[config.mk]
export PLATFORM = sky130hd
export DESIGN_NAME = free_slot_stack_allocator_core_flat
export DESIGN_NICKNAME = d
export VERILOG_FILES = /design/src/fssa_pkg.sv /design/src/fssa_if.sv /design/src/free_slot_stack_allocator_core.sv /design/src/flat_wrapper.sv
export SDC_FILE = /design/constraint.sdc
export NUM_CORES = 2
export LEC_CHECK = 0
export BUFFER_PORTS_ARGS = -buffer_cell sky130_fd_sc_hd__buf_2
export CAP_MARGIN = 20
export CORE_MARGIN = 2
export CORE_UTILIZATION = 27
export CTS_CLUSTER_SIZE = 20
export DETAILED_ROUTE_END_ITERATION = 7
export GPL_TIMING_DRIVEN = 0
export HOLD_SLACK_MARGIN = 0.05
export PLACE_DENSITY = 0.49
export SYNTH_ARGS = -nofsm -noshare
export SYNTH_HDL_FRONTEND = slang
export SYNTH_SLANG_ARGS = --single-unit
export TNS_END_PERCENT = 20
[constraint.sdc]
create_clock -name clock -period 15.95 [get_ports clock]
set_input_delay 0.7975 -clock clock [delete_from_list [all_inputs] [get_ports clock]]
set_output_delay 0.7975 -clock clock [all_outputs]
set_load 0.05 [all_outputs]
[src/fssa_pkg.sv]
// Shared types and constants for the free slot stack allocator.
// No dependencies; every other file in src uses it by scoped names.
`timescale 1ns / 1ps

package fssa_pkg;

   localparam int SLOT_COUNT = 256;
   localparam int SLOT_W     = $clog2(SLOT_COUNT);
   localparam int DEPTH_W    = $clog2(SLOT_COUNT + 1);
   localparam int SLOT_IN_W  = 8;
   localparam int FREE_W     = 9;
   localparam int COUNT_W    = 32;
   localparam int CMP_W      = (DEPTH_W > SLOT_IN_W) ? DEPTH_W : SLOT_IN_W;

   typedef enum logic [1:0] {
      CMD_ALLOC_ANY  = 2'd0,
      CMD_ALLOC_SLOT = 2'd1,
      CMD_RELEASE    = 2'd2,
      CMD_NONE       = 2'd3
   } cmd_type;

   typedef enum logic [2:0] {
      ST_CLEAR,
      ST_IDLE,
      ST_SCAN,
      ST_POP_WAIT,
      ST_PUSH,
      ST_EMIT
   } state_type;

endpackage

[src/fssa_if.sv]
// Valid/ready channel interfaces for the request and response words.
// Depends on fssa_pkg for field widths.
`timescale 1ns / 1ps

interface fssa_req_if;
   logic                           valid;
   logic                           ready;
   logic [1:0]                     command;
   logic [fssa_pkg::SLOT_IN_W-1:0] slot;

   modport source (output valid, command, slot, input ready);
   modport sink   (input valid, command, slot, output ready);
endinterface

interface fssa_rsp_if;
   logic                           valid;
   logic                           ready;
   logic                           ok;
   logic [fssa_pkg::SLOT_IN_W-1:0] granted_slot;
   logic [fssa_pkg::FREE_W-1:0]    avail_count;
   logic [fssa_pkg::COUNT_W-1:0]   change_count;

   modport source (output valid, ok, granted_slot, avail_count, change_count, input ready);
   modport sink   (input valid, ok, granted_slot, avail_count, change_count, output ready);
endinterface

[src/free_slot_stack_allocator_core.sv]
// Free slot stack allocator: top level with the stack memory and its sequencer.
// Depends on fssa_pkg and the channel interfaces in fssa_if.sv.
`timescale 1ns / 1ps

// Usage
//   req_if carries one command word (command, slot); rsp_if returns exactly one
//   response word per command (ok, granted_slot, avail_count, change_count).
//   csr_wr_en/csr_wr_data write the duplicate-check enable; write it only while idle.
// Sequencing
//   One command at a time. Allocate-any steps through ST_POP_WAIT and plain
//   release through ST_PUSH before ST_EMIT; a refused release, an allocate on
//   an empty stack and the unused code go straight to ST_EMIT. Allocate-specific
//   and release with duplicate checking walk the stack memory from the bottom,
//   one read per cycle through its single read port, to a hit or the stack top.
//   The read-swap-write on allocate-specific reuses the same port: the top entry
//   is read after the search and written into the hit position.
//   The next command is accepted the cycle after the response loads.
// Reset
//   Synchronous reset starts a clearing pass that writes entry i with slot i,
//   one entry a cycle up to entry SLOT_COUNT - 1; req_if.ready stays low meanwhile.
// Stall
//   The response sits in an output register. A new command is accepted while it
//   waits; that command completes internally and holds in its last state until
//   the output register frees up.
module free_slot_stack_allocator_core (
   input  logic                clock,
   input  logic                reset,
   fssa_req_if.sink            req_if,
   fssa_rsp_if.source          rsp_if,
   input  logic                csr_wr_en,
   input  logic                csr_wr_data
);

   localparam int SLOT_W    = fssa_pkg::SLOT_W;
   localparam int DEPTH_W   = fssa_pkg::DEPTH_W;
   localparam int SLOT_IN_W = fssa_pkg::SLOT_IN_W;
   localparam int COUNT_W   = fssa_pkg::COUNT_W;
   localparam int CMP_W     = fssa_pkg::CMP_W;

   // Stack memory: one write port, one registered read port.
   logic [SLOT_W-1:0] stack_mem [fssa_pkg::SLOT_COUNT];

   fssa_pkg::state_type state_ff, state_in;

   logic [SLOT_W-1:0]    clr_addr_ff, clr_addr_in;
   fssa_pkg::cmd_type    cmd_ff, cmd_in;
   logic [CMP_W-1:0]     slot_ff, slot_in;
   logic [DEPTH_W-1:0]   depth_ff, depth_in;
   logic [COUNT_W-1:0]   count_ff, count_in;
   logic                 check_dup_ff;
   logic [DEPTH_W-1:0]   scan_addr_ff, scan_addr_in;
   logic                 rd_pend_ff, rd_pend_in;
   logic [SLOT_W-1:0]    rd_addr_ff;
   logic [SLOT_W-1:0]    rd_data_ff;
   logic                 found_ff, found_in;
   logic [SLOT_W-1:0]    pos_ff, pos_in;
   logic                 res_ok_ff, res_ok_in;
   logic [SLOT_IN_W-1:0] res_slot_ff, res_slot_in;
   logic                 rsp_valid_ff, rsp_valid_in;
   logic                 rsp_ok_ff;
   logic [SLOT_IN_W-1:0] rsp_slot_ff;
   logic [fssa_pkg::FREE_W-1:0] rsp_free_ff;
   logic [COUNT_W-1:0]   rsp_count_ff;
   logic                 rsp_load;

   logic                 mem_we;
   logic [SLOT_W-1:0]    mem_waddr;
   logic [SLOT_W-1:0]    mem_wdata;
   logic [SLOT_W-1:0]    mem_raddr;

   // Decode of shared conditions.
   logic                 req_take;
   fssa_pkg::cmd_type    req_cmd;
   logic [CMP_W-1:0]     req_slot;
   logic                 req_in_range;
   logic                 stack_empty;
   logic                 stack_full;
   logic [DEPTH_W-1:0]   top_idx;
   logic                 clr_last;
   logic                 scan_hit;
   logic                 scan_done;
   logic                 scan_issue;
   logic                 out_free;

   always_comb begin
      req_take     = req_if.valid && req_if.ready;
      req_cmd      = fssa_pkg::cmd_type'(req_if.command);
      req_slot     = CMP_W'(req_if.slot);
      req_in_range = req_slot < CMP_W'(fssa_pkg::SLOT_COUNT);
      stack_empty  = depth_ff == '0;
      stack_full   = depth_ff >= DEPTH_W'(fssa_pkg::SLOT_COUNT);
      top_idx      = depth_ff - DEPTH_W'(1);
      clr_last     = clr_addr_ff == SLOT_W'(fssa_pkg::SLOT_COUNT - 1);
      // Compare the word read last cycle against the requested slot.
      scan_hit     = rd_pend_ff && (CMP_W'(rd_data_ff) == slot_ff);
      scan_done    = scan_hit || (!rd_pend_ff && (scan_addr_ff >= depth_ff));
      scan_issue   = !scan_done && (scan_addr_ff < depth_ff);
      out_free     = !rsp_valid_ff || rsp_if.ready;
   end

   assign req_if.ready = (state_ff == fssa_pkg::ST_IDLE);

   // Next state.
   always_comb begin
      state_in = state_ff;
      case (state_ff)
         fssa_pkg::ST_CLEAR: begin
            if (clr_last) begin
               state_in = fssa_pkg::ST_IDLE;
            end
         end
         fssa_pkg::ST_IDLE: begin
            if (req_take) begin
               case (req_cmd)
                  fssa_pkg::CMD_ALLOC_ANY: begin
                     state_in = stack_empty ? fssa_pkg::ST_EMIT : fssa_pkg::ST_POP_WAIT;
                  end
                  fssa_pkg::CMD_ALLOC_SLOT: begin
                     if (stack_empty) begin
                        state_in = fssa_pkg::ST_EMIT;
                     end else if (req_in_range) begin
                        state_in = fssa_pkg::ST_SCAN;
                     end else begin
                        state_in = fssa_pkg::ST_POP_WAIT;
                     end
                  end
                  fssa_pkg::CMD_RELEASE: begin
                     if (!req_in_range || stack_full) begin
                        state_in = fssa_pkg::ST_EMIT;
                     end else if (check_dup_ff) begin
                        state_in = fssa_pkg::ST_SCAN;
                     end else begin
                        state_in = fssa_pkg::ST_PUSH;
                     end
                  end
                  default: begin
                     state_in = fssa_pkg::ST_EMIT;
                  end
               endcase
            end
         end
         fssa_pkg::ST_SCAN: begin
            if (scan_done) begin
               if (cmd_ff == fssa_pkg::CMD_RELEASE) begin
                  state_in = scan_hit ? fssa_pkg::ST_EMIT : fssa_pkg::ST_PUSH;
               end else begin
                  state_in = fssa_pkg::ST_POP_WAIT;
               end
            end
         end
         fssa_pkg::ST_POP_WAIT: state_in = fssa_pkg::ST_EMIT;
         fssa_pkg::ST_PUSH:     state_in = fssa_pkg::ST_EMIT;
         fssa_pkg::ST_EMIT: begin
            if (out_free) begin
               state_in = fssa_pkg::ST_IDLE;
            end
         end
         default: state_in = fssa_pkg::ST_CLEAR;
      endcase
   end

   // Datapath and memory controls.
   always_comb begin
      clr_addr_in  = clr_addr_ff;
      cmd_in       = cmd_ff;
      slot_in      = slot_ff;
      depth_in     = depth_ff;
      count_in     = count_ff;
      scan_addr_in = scan_addr_ff;
      rd_pend_in   = 1'b0;
      found_in     = found_ff;
      pos_in       = pos_ff;
      res_ok_in    = res_ok_ff;
      res_slot_in  = res_slot_ff;
      rsp_load     = 1'b0;
      rsp_valid_in = rsp_valid_ff && !rsp_if.ready;
      mem_we       = 1'b0;
      mem_waddr    = clr_addr_ff;
      mem_wdata    = clr_addr_ff;
      // Read the top entry unless the search owns the port.
      mem_raddr    = top_idx[SLOT_W-1:0];

      case (state_ff)
         fssa_pkg::ST_CLEAR: begin
            mem_we      = 1'b1;
            clr_addr_in = clr_addr_ff + SLOT_W'(1);
         end
         fssa_pkg::ST_IDLE: begin
            if (req_take) begin
               cmd_in       = req_cmd;
               slot_in      = req_slot;
               scan_addr_in = '0;
               found_in     = 1'b0;
               res_ok_in    = 1'b0;
               res_slot_in  = '0;
            end
         end
         fssa_pkg::ST_SCAN: begin
            if (scan_hit) begin
               found_in = 1'b1;
               pos_in   = rd_addr_ff;
            end
            if (scan_issue) begin
               mem_raddr    = scan_addr_ff[SLOT_W-1:0];
               rd_pend_in   = 1'b1;
               scan_addr_in = scan_addr_ff + DEPTH_W'(1);
            end
         end
         fssa_pkg::ST_POP_WAIT: begin
            // On a hit, move the top entry into the hit position; in every case drop the top.
            if (found_ff) begin
               mem_we      = 1'b1;
               mem_waddr   = pos_ff;
               mem_wdata   = rd_data_ff;
               res_slot_in = SLOT_IN_W'(slot_ff);
            end else begin
               res_slot_in = SLOT_IN_W'(CMP_W'(rd_data_ff));
            end
            res_ok_in = 1'b1;
            depth_in  = depth_ff - DEPTH_W'(1);
            count_in  = count_ff + COUNT_W'(1);
         end
         fssa_pkg::ST_PUSH: begin
            mem_we    = 1'b1;
            mem_waddr = depth_ff[SLOT_W-1:0];
            mem_wdata = SLOT_W'(slot_ff);
            res_ok_in = 1'b1;
            depth_in  = depth_ff + DEPTH_W'(1);
            count_in  = count_ff + COUNT_W'(1);
         end
         fssa_pkg::ST_EMIT: begin
            if (out_free) begin
               rsp_load     = 1'b1;
               rsp_valid_in = 1'b1;
            end
         end
         default: begin
            rsp_load = 1'b0;
         end
      endcase
   end

   // Stack memory.
   always_ff @(posedge clock) begin
      if (mem_we) begin
         stack_mem[mem_waddr] <= mem_wdata;
      end
      rd_data_ff <= stack_mem[mem_raddr];
      rd_addr_ff <= mem_raddr;
   end

   // Control state.
   always_ff @(posedge clock) begin
      if (reset) begin
         state_ff     <= fssa_pkg::ST_CLEAR;
         clr_addr_ff  <= '0;
         depth_ff     <= DEPTH_W'(fssa_pkg::SLOT_COUNT);
         count_ff     <= '0;
         check_dup_ff <= 1'b0;
         rd_pend_ff   <= 1'b0;
         rsp_valid_ff <= 1'b0;
      end else begin
         state_ff     <= state_in;
         clr_addr_ff  <= clr_addr_in;
         depth_ff     <= depth_in;
         count_ff     <= count_in;
         rd_pend_ff   <= rd_pend_in;
         rsp_valid_ff <= rsp_valid_in;
         if (csr_wr_en) begin
            check_dup_ff <= csr_wr_data;
         end
      end
   end

   // Payload registers.
   always_ff @(posedge clock) begin
      cmd_ff       <= cmd_in;
      slot_ff      <= slot_in;
      scan_addr_ff <= scan_addr_in;
      found_ff     <= found_in;
      pos_ff       <= pos_in;
      res_ok_ff    <= res_ok_in;
      res_slot_ff  <= res_slot_in;
      if (rsp_load) begin
         rsp_ok_ff    <= res_ok_ff;
         rsp_slot_ff  <= res_slot_ff;
         rsp_free_ff  <= fssa_pkg::FREE_W'(depth_ff);
         rsp_count_ff <= count_ff;
      end
   end

   assign rsp_if.valid        = rsp_valid_ff;
   assign rsp_if.ok           = rsp_ok_ff;
   assign rsp_if.granted_slot = rsp_slot_ff;
   assign rsp_if.avail_count  = rsp_free_ff;
   assign rsp_if.change_count = rsp_count_ff;

   // Checks.
   a_depth_bound: assert property (@(posedge clock) disable iff (reset)
      depth_ff <= DEPTH_W'(fssa_pkg::SLOT_COUNT))
      else $error("stack depth above slot count");

   a_pop_steps: assert property (@(posedge clock) disable iff (reset)
      state_ff == fssa_pkg::ST_POP_WAIT |=>
         (depth_ff == $past(depth_ff) - DEPTH_W'(1)) &&
         (count_ff == $past(count_ff) + COUNT_W'(1)))
      else $error("pop did not step depth and change count");

   a_clear_quiet: assert property (@(posedge clock) disable iff (reset)
      state_ff == fssa_pkg::ST_CLEAR |-> !rsp_valid_ff)
      else $error("response during clearing pass");

   a_hit_live: assert property (@(posedge clock) disable iff (reset)
      (state_ff == fssa_pkg::ST_SCAN) && scan_hit |-> DEPTH_W'(rd_addr_ff) < depth_ff)
      else $error("search hit above stack top");

endmodule
[src/flat_wrapper.sv]
// flat-port wrapper written by rule: the top's interface ports become plain ports
module free_slot_stack_allocator_core_flat 
  (clock, reset, csr_wr_en, csr_wr_data, req_if_valid, req_if_command, req_if_slot, req_if_ready, rsp_if_valid, rsp_if_ok, rsp_if_granted_slot, rsp_if_avail_count, rsp_if_change_count, rsp_if_ready);
  fssa_req_if req_if_i ();
  fssa_rsp_if rsp_if_i ();
  input  logic clock;
  input  logic reset;
  input  logic csr_wr_en;
  input  logic csr_wr_data;
  input wire logic [$bits(req_if_i.valid)-1:0] req_if_valid;
  input wire logic [$bits(req_if_i.command)-1:0] req_if_command;
  input wire logic [$bits(req_if_i.slot)-1:0] req_if_slot;
  output wire logic [$bits(req_if_i.ready)-1:0] req_if_ready;
  output wire logic [$bits(rsp_if_i.valid)-1:0] rsp_if_valid;
  output wire logic [$bits(rsp_if_i.ok)-1:0] rsp_if_ok;
  output wire logic [$bits(rsp_if_i.granted_slot)-1:0] rsp_if_granted_slot;
  output wire logic [$bits(rsp_if_i.avail_count)-1:0] rsp_if_avail_count;
  output wire logic [$bits(rsp_if_i.change_count)-1:0] rsp_if_change_count;
  input wire logic [$bits(rsp_if_i.ready)-1:0] rsp_if_ready;
  assign req_if_i.valid = req_if_valid;
  assign req_if_i.command = req_if_command;
  assign req_if_i.slot = req_if_slot;
  assign req_if_ready = req_if_i.ready;
  assign rsp_if_valid = rsp_if_i.valid;
  assign rsp_if_ok = rsp_if_i.ok;
  assign rsp_if_granted_slot = rsp_if_i.granted_slot;
  assign rsp_if_avail_count = rsp_if_i.avail_count;
  assign rsp_if_change_count = rsp_if_i.change_count;
  assign rsp_if_i.ready = rsp_if_ready;
  free_slot_stack_allocator_core u_core (.clock(clock), .reset(reset), .req_if(req_if_i), .rsp_if(rsp_if_i), .csr_wr_en(csr_wr_en), .csr_wr_data(csr_wr_data));
endmodule
==> metrics.md <==
| Metric | Value |
|---|---|
| Clock latency on the worst-skew pair | `0.91 ns` |
| DRT Pass-1 Iters | `6` |
| CP peak stage delay | `1.03 ns` |
| RSZ-0062 raised after global routing | `no` |
| WL per Instance | `28.7 um` |
| Status | `complete, no violations` |
| Post_cts resized | `0` |
| Fmax achieved | `135 MHz` |
| Die area | `0.329 mm2` |
| Post-synth ARST share | `0%` |
| Hold Path End | `u_core.slot_ff[7]` |
| Worst EP required | `16.58 ns` |
| Worst R2R Path Depth | `17` |
| Core Util, Final | `31.6%` |
| Post-synth cell types | `74` |
| Core footprint | `0.323 mm2` |
| Final hold violation count | `0` |
| Initial DRC count | `7301` |
| R2r endpoint | `u_core.rd_data_ff[3]` |
| Max cap viols | `0` |
| H-tree depth | `4` |
| Post-route ant nets | `0` |
| Post-DP Area | `0.0948 mm2` |
| Number of flops mapped to enable cells by yosys | `2135` |
| Crit path top cell by count | `clkbuf_1` |
| Die H | `573 um` |
| VDD IR max | `0.000133 V` |
| Hold Crit Start | `req_if_slot[7]` |
| WS Path Type | `flop to flop` |
| Yosys top cell by area | `edfxtp_1` |
| Slowest CP cell | `nor4b_1` |
| R2r setup slk | `8.53 ns` |
| Dominant cells by area after synthesis | `edfxtp_1, mux2i_1, nand2_1` |
| Register area share after synthesis | `74.9%` |
| Top_reg_cell synth | `edfxtp_1` |
| CTS tree | `yes` |
| Clock slew at reported path FFs | `0.07 ns` |
| Detail-routed via count per cell | `5.09` |
| Synth top area share | `73.2%` |
| Post-CTS Setup Bufs | `0` |
| Data arrival, critical path | `8.05 ns` |
| Number of port buffers | `66` |
| Final #Nets | `6150` |
| Chip width | `573 um` |
| Crit Path Max Fanout | `10` |
| Routed vias | `54200` |
| CTS Buffer Depth | `3` |
| GP Congestion | `0.947` |
| First-pass GRT wire length | `418 mm` |
| Area Overhead vs Synth | `16.9%` |
| Vias in the first global route | `52100` |
| #FFs+latches synth | `2206` |
| Fin. max-slew vios | `0` |
| GRT Total Usage | `18.0%` |
| Tot Pwr | `11.9 mW` |
| Hold Path Cell Cnt | `1` |
| Power Density | `116 mW/mm2` |
| Endpoints failing setup | `0` |
| Largest net degree at the start of global routing | `132` |
| Cell area after layout | `0.102 mm2` |
| Worst hold path class | `input pin to flop` |
| Leakage | `33.0 nW` |
| Routed WL | `306 mm` |
| Final period util | `46.5%` |
| Total global routing overflow | `0` |
| Clk root buf | `clkbuf_16` |
| Sum Neg Setup Slack | `0 ns` |
| CTS buffer count | `228` |
| Worst Skew | `0.0865 ns` |
| Hpwl dp | `219 mm` |
| Initial antenna violation count | `16` |
| Worst-path cell chain | `clkbuf_1 -> inv_1 -> ha_1 -> nand4_1 -> a2111oi_1 -> or3_1 -> buf_2 -> nor3_1 -> nor2_2 -> buf_16 -> clkbuf_1 -> clkbuf_1 -> o221ai_1 -> a21oi_1 -> nor3_1 -> nor4b_1 -> o32ai_1` |
| Nature of the critical path startpoint | `flop` |
| YS warnings | `0` |
| Fraction of layout cells with a size suffix above 1 | `12.7%` |
| Synth Cell Area | `0.0875 mm2` |
| Critical R2R Launch | `u_core.depth_ff[6]` |
| Synthesized instance count | `5753` |
| Starting density of the core | `27.1%` |
| Row count | `209` |
| Drt drc | `0` |
| Worst-margin pin slew | `1.23 ns` |
| Minimum clock period | `7.42 ns` |
| Syn Nets | `5783` |
| Avg Cell Area, Syn | `15.2 um2` |
| CTS Sinks | `2206` |
| Critical Path Sink Type | `flop` |
| I/O pin count | `68` |
| Worst slew margin | `17.7%` |
==> where the power goes <==
part	internal, mW	total (mW)	switching, mW
clock	3.06	5.38	2.33
combinational	0.0275	0.148	0.120
sequential	6.32	6.32	0.00256
total	9.41	11.9	2.45
==> critical path, delay by kind of cell, from the launching register on <==
kind / cells / cell delay (ns)
compound gates: 4 / 1.65
fa+ha+maj: 1 / 0.33
buf+inv: 6 / 2.55
flops: 1 / 0.34
simple gates: 6 / 2.21
==> layout make-up <==
type                            count  area, um2
Timing Repair Buffer              137       1700
Antenna cell                       10       25.0
Multi-Input combinational cell   3130      20100
Tap cell                         4325       5410
Sequential cell                  2206      65500
Fill cell                       31800     221000
Inverter                           37        149
Buffer                            380       1910
Clock inverter                    133       1410
Clock buffer                      289       6090
==> cells in the final DEF, fill, tap and decap left out, types with 64 or more instances in the layout <==
cell type	count
o221ai_1	80
buf_2	172
nor4_1	81
a21oi_1	358
a211oi_1	72
nor2_1	350
mux2i_1	308
o21ai_0	69
mux4_2	64
dfxtp_1	71
clkbuf_16	231
and3_1	99
edfxtp_1	2135
nor3_1	96
nand2_1	785
clkbuf_1	234
==> metrics by stage <==
step | std cells | setup WS (ns) | hold WS [ns]
2_1_floorplan | 5753 | 10.17 | 0.386
3_3_place_gp | 10100 | 3.46 | 0.391
3_5_place_dp | 10200 | 8.70 | 0.391
4_1_cts | 10600 | 8.68 | 0.0545
5_1_grt | 10600 | 8.49 | 0.0788
6_report | 10600 | 8.53 | 0.110
==> synthesized netlist by cell type, types with 36 or more instances <==
cell type,n
dfxtp_1,71
or3_1,36
nor2_1,350
o22ai_1,57
o221ai_1,80
nand3_1,61
o21ai_0,69
a211oi_1,72
clkbuf_1,202
and3_1,99
a311oi_1,56
a21oi_1,358
a31oi_1,60
edfxtp_1,2135
a22oi_1,58
mux4_2,64
mux2_2,41
nand2_1,785
buf_2,96
mux2i_1,308
nor4_1,81
nor3_1,96
==> timing repair <==
item                                   in CTS  in global routing
endpoints found under the hold margin       2                  0
hold buffers                                2                  0
setup endpoints to repair                   0                  0
==> worst max-delay path by stage <==
stage,cells past startpoint,end,slack (ns),start
global placement,7,u_core.stack_mem[199][2],3.46,u_core.state_ff[1]
floorplan,7,u_core.stack_mem[0][0],10.17,u_core.state_ff[1]
global route,16,u_core.rd_data_ff[3],8.49,u_core.depth_ff[6]
detailed placement,15,u_core.rd_data_ff[1],8.70,u_core.depth_ff[6]
CTS,15,u_core.rd_data_ff[1],8.68,u_core.depth_ff[6]
finish,17,u_core.rd_data_ff[3],8.53,u_core.depth_ff[6]
==> metal layers <==
| metal | GRT usage [%] | vias to the layer above | routed length [um] |
|---|---|---|---|
| li1 | - | 23100 | - |
| met1 | 24.7 | 28100 | 129000 |
| met2 | 28.2 | 2485 | 140000 |
| met3 | 3.46 | 446 | 25000 |
| met4 | 6.76 | 4 | 11400 |
| met5 | 0 | - | 220 |
==> registers in the layout (all words and copies together) (netlist names), 2 cells and up <==
name / flops
u_core.clr_addr_ff: 8
u_core.rd_data_ff: 8
u_core.rsp_if.change_count: 32
u_core.rsp_if.granted_slot: 8
u_core.stack_mem: 2048
u_core.scan_addr_ff: 9
u_core.res_slot_ff: 8
u_core.slot_ff: 8
u_core.rsp_if.avail_count: 9
u_core.count_ff: 32
u_core.state_ff: 3
u_core.rd_addr_ff: 8
u_core.depth_ff: 9
u_core.pos_ff: 8
u_core.cmd_ff: 2
==> logic make-up after synthesis <==
kind of cell	Yosys count	synth area share [%]
AO/OA/AOI/OAI	1043	8.22
XOR/XNOR	62	0.620
buffers and inverters	417	2.32
flip-flops	2206	74.9
adder cells (fa/ha/maj)	14	0.200
multiplexers	413	5.70
AND/OR/NAND/NOR	1598	8.08
Power figures use the tool's default switching activity.
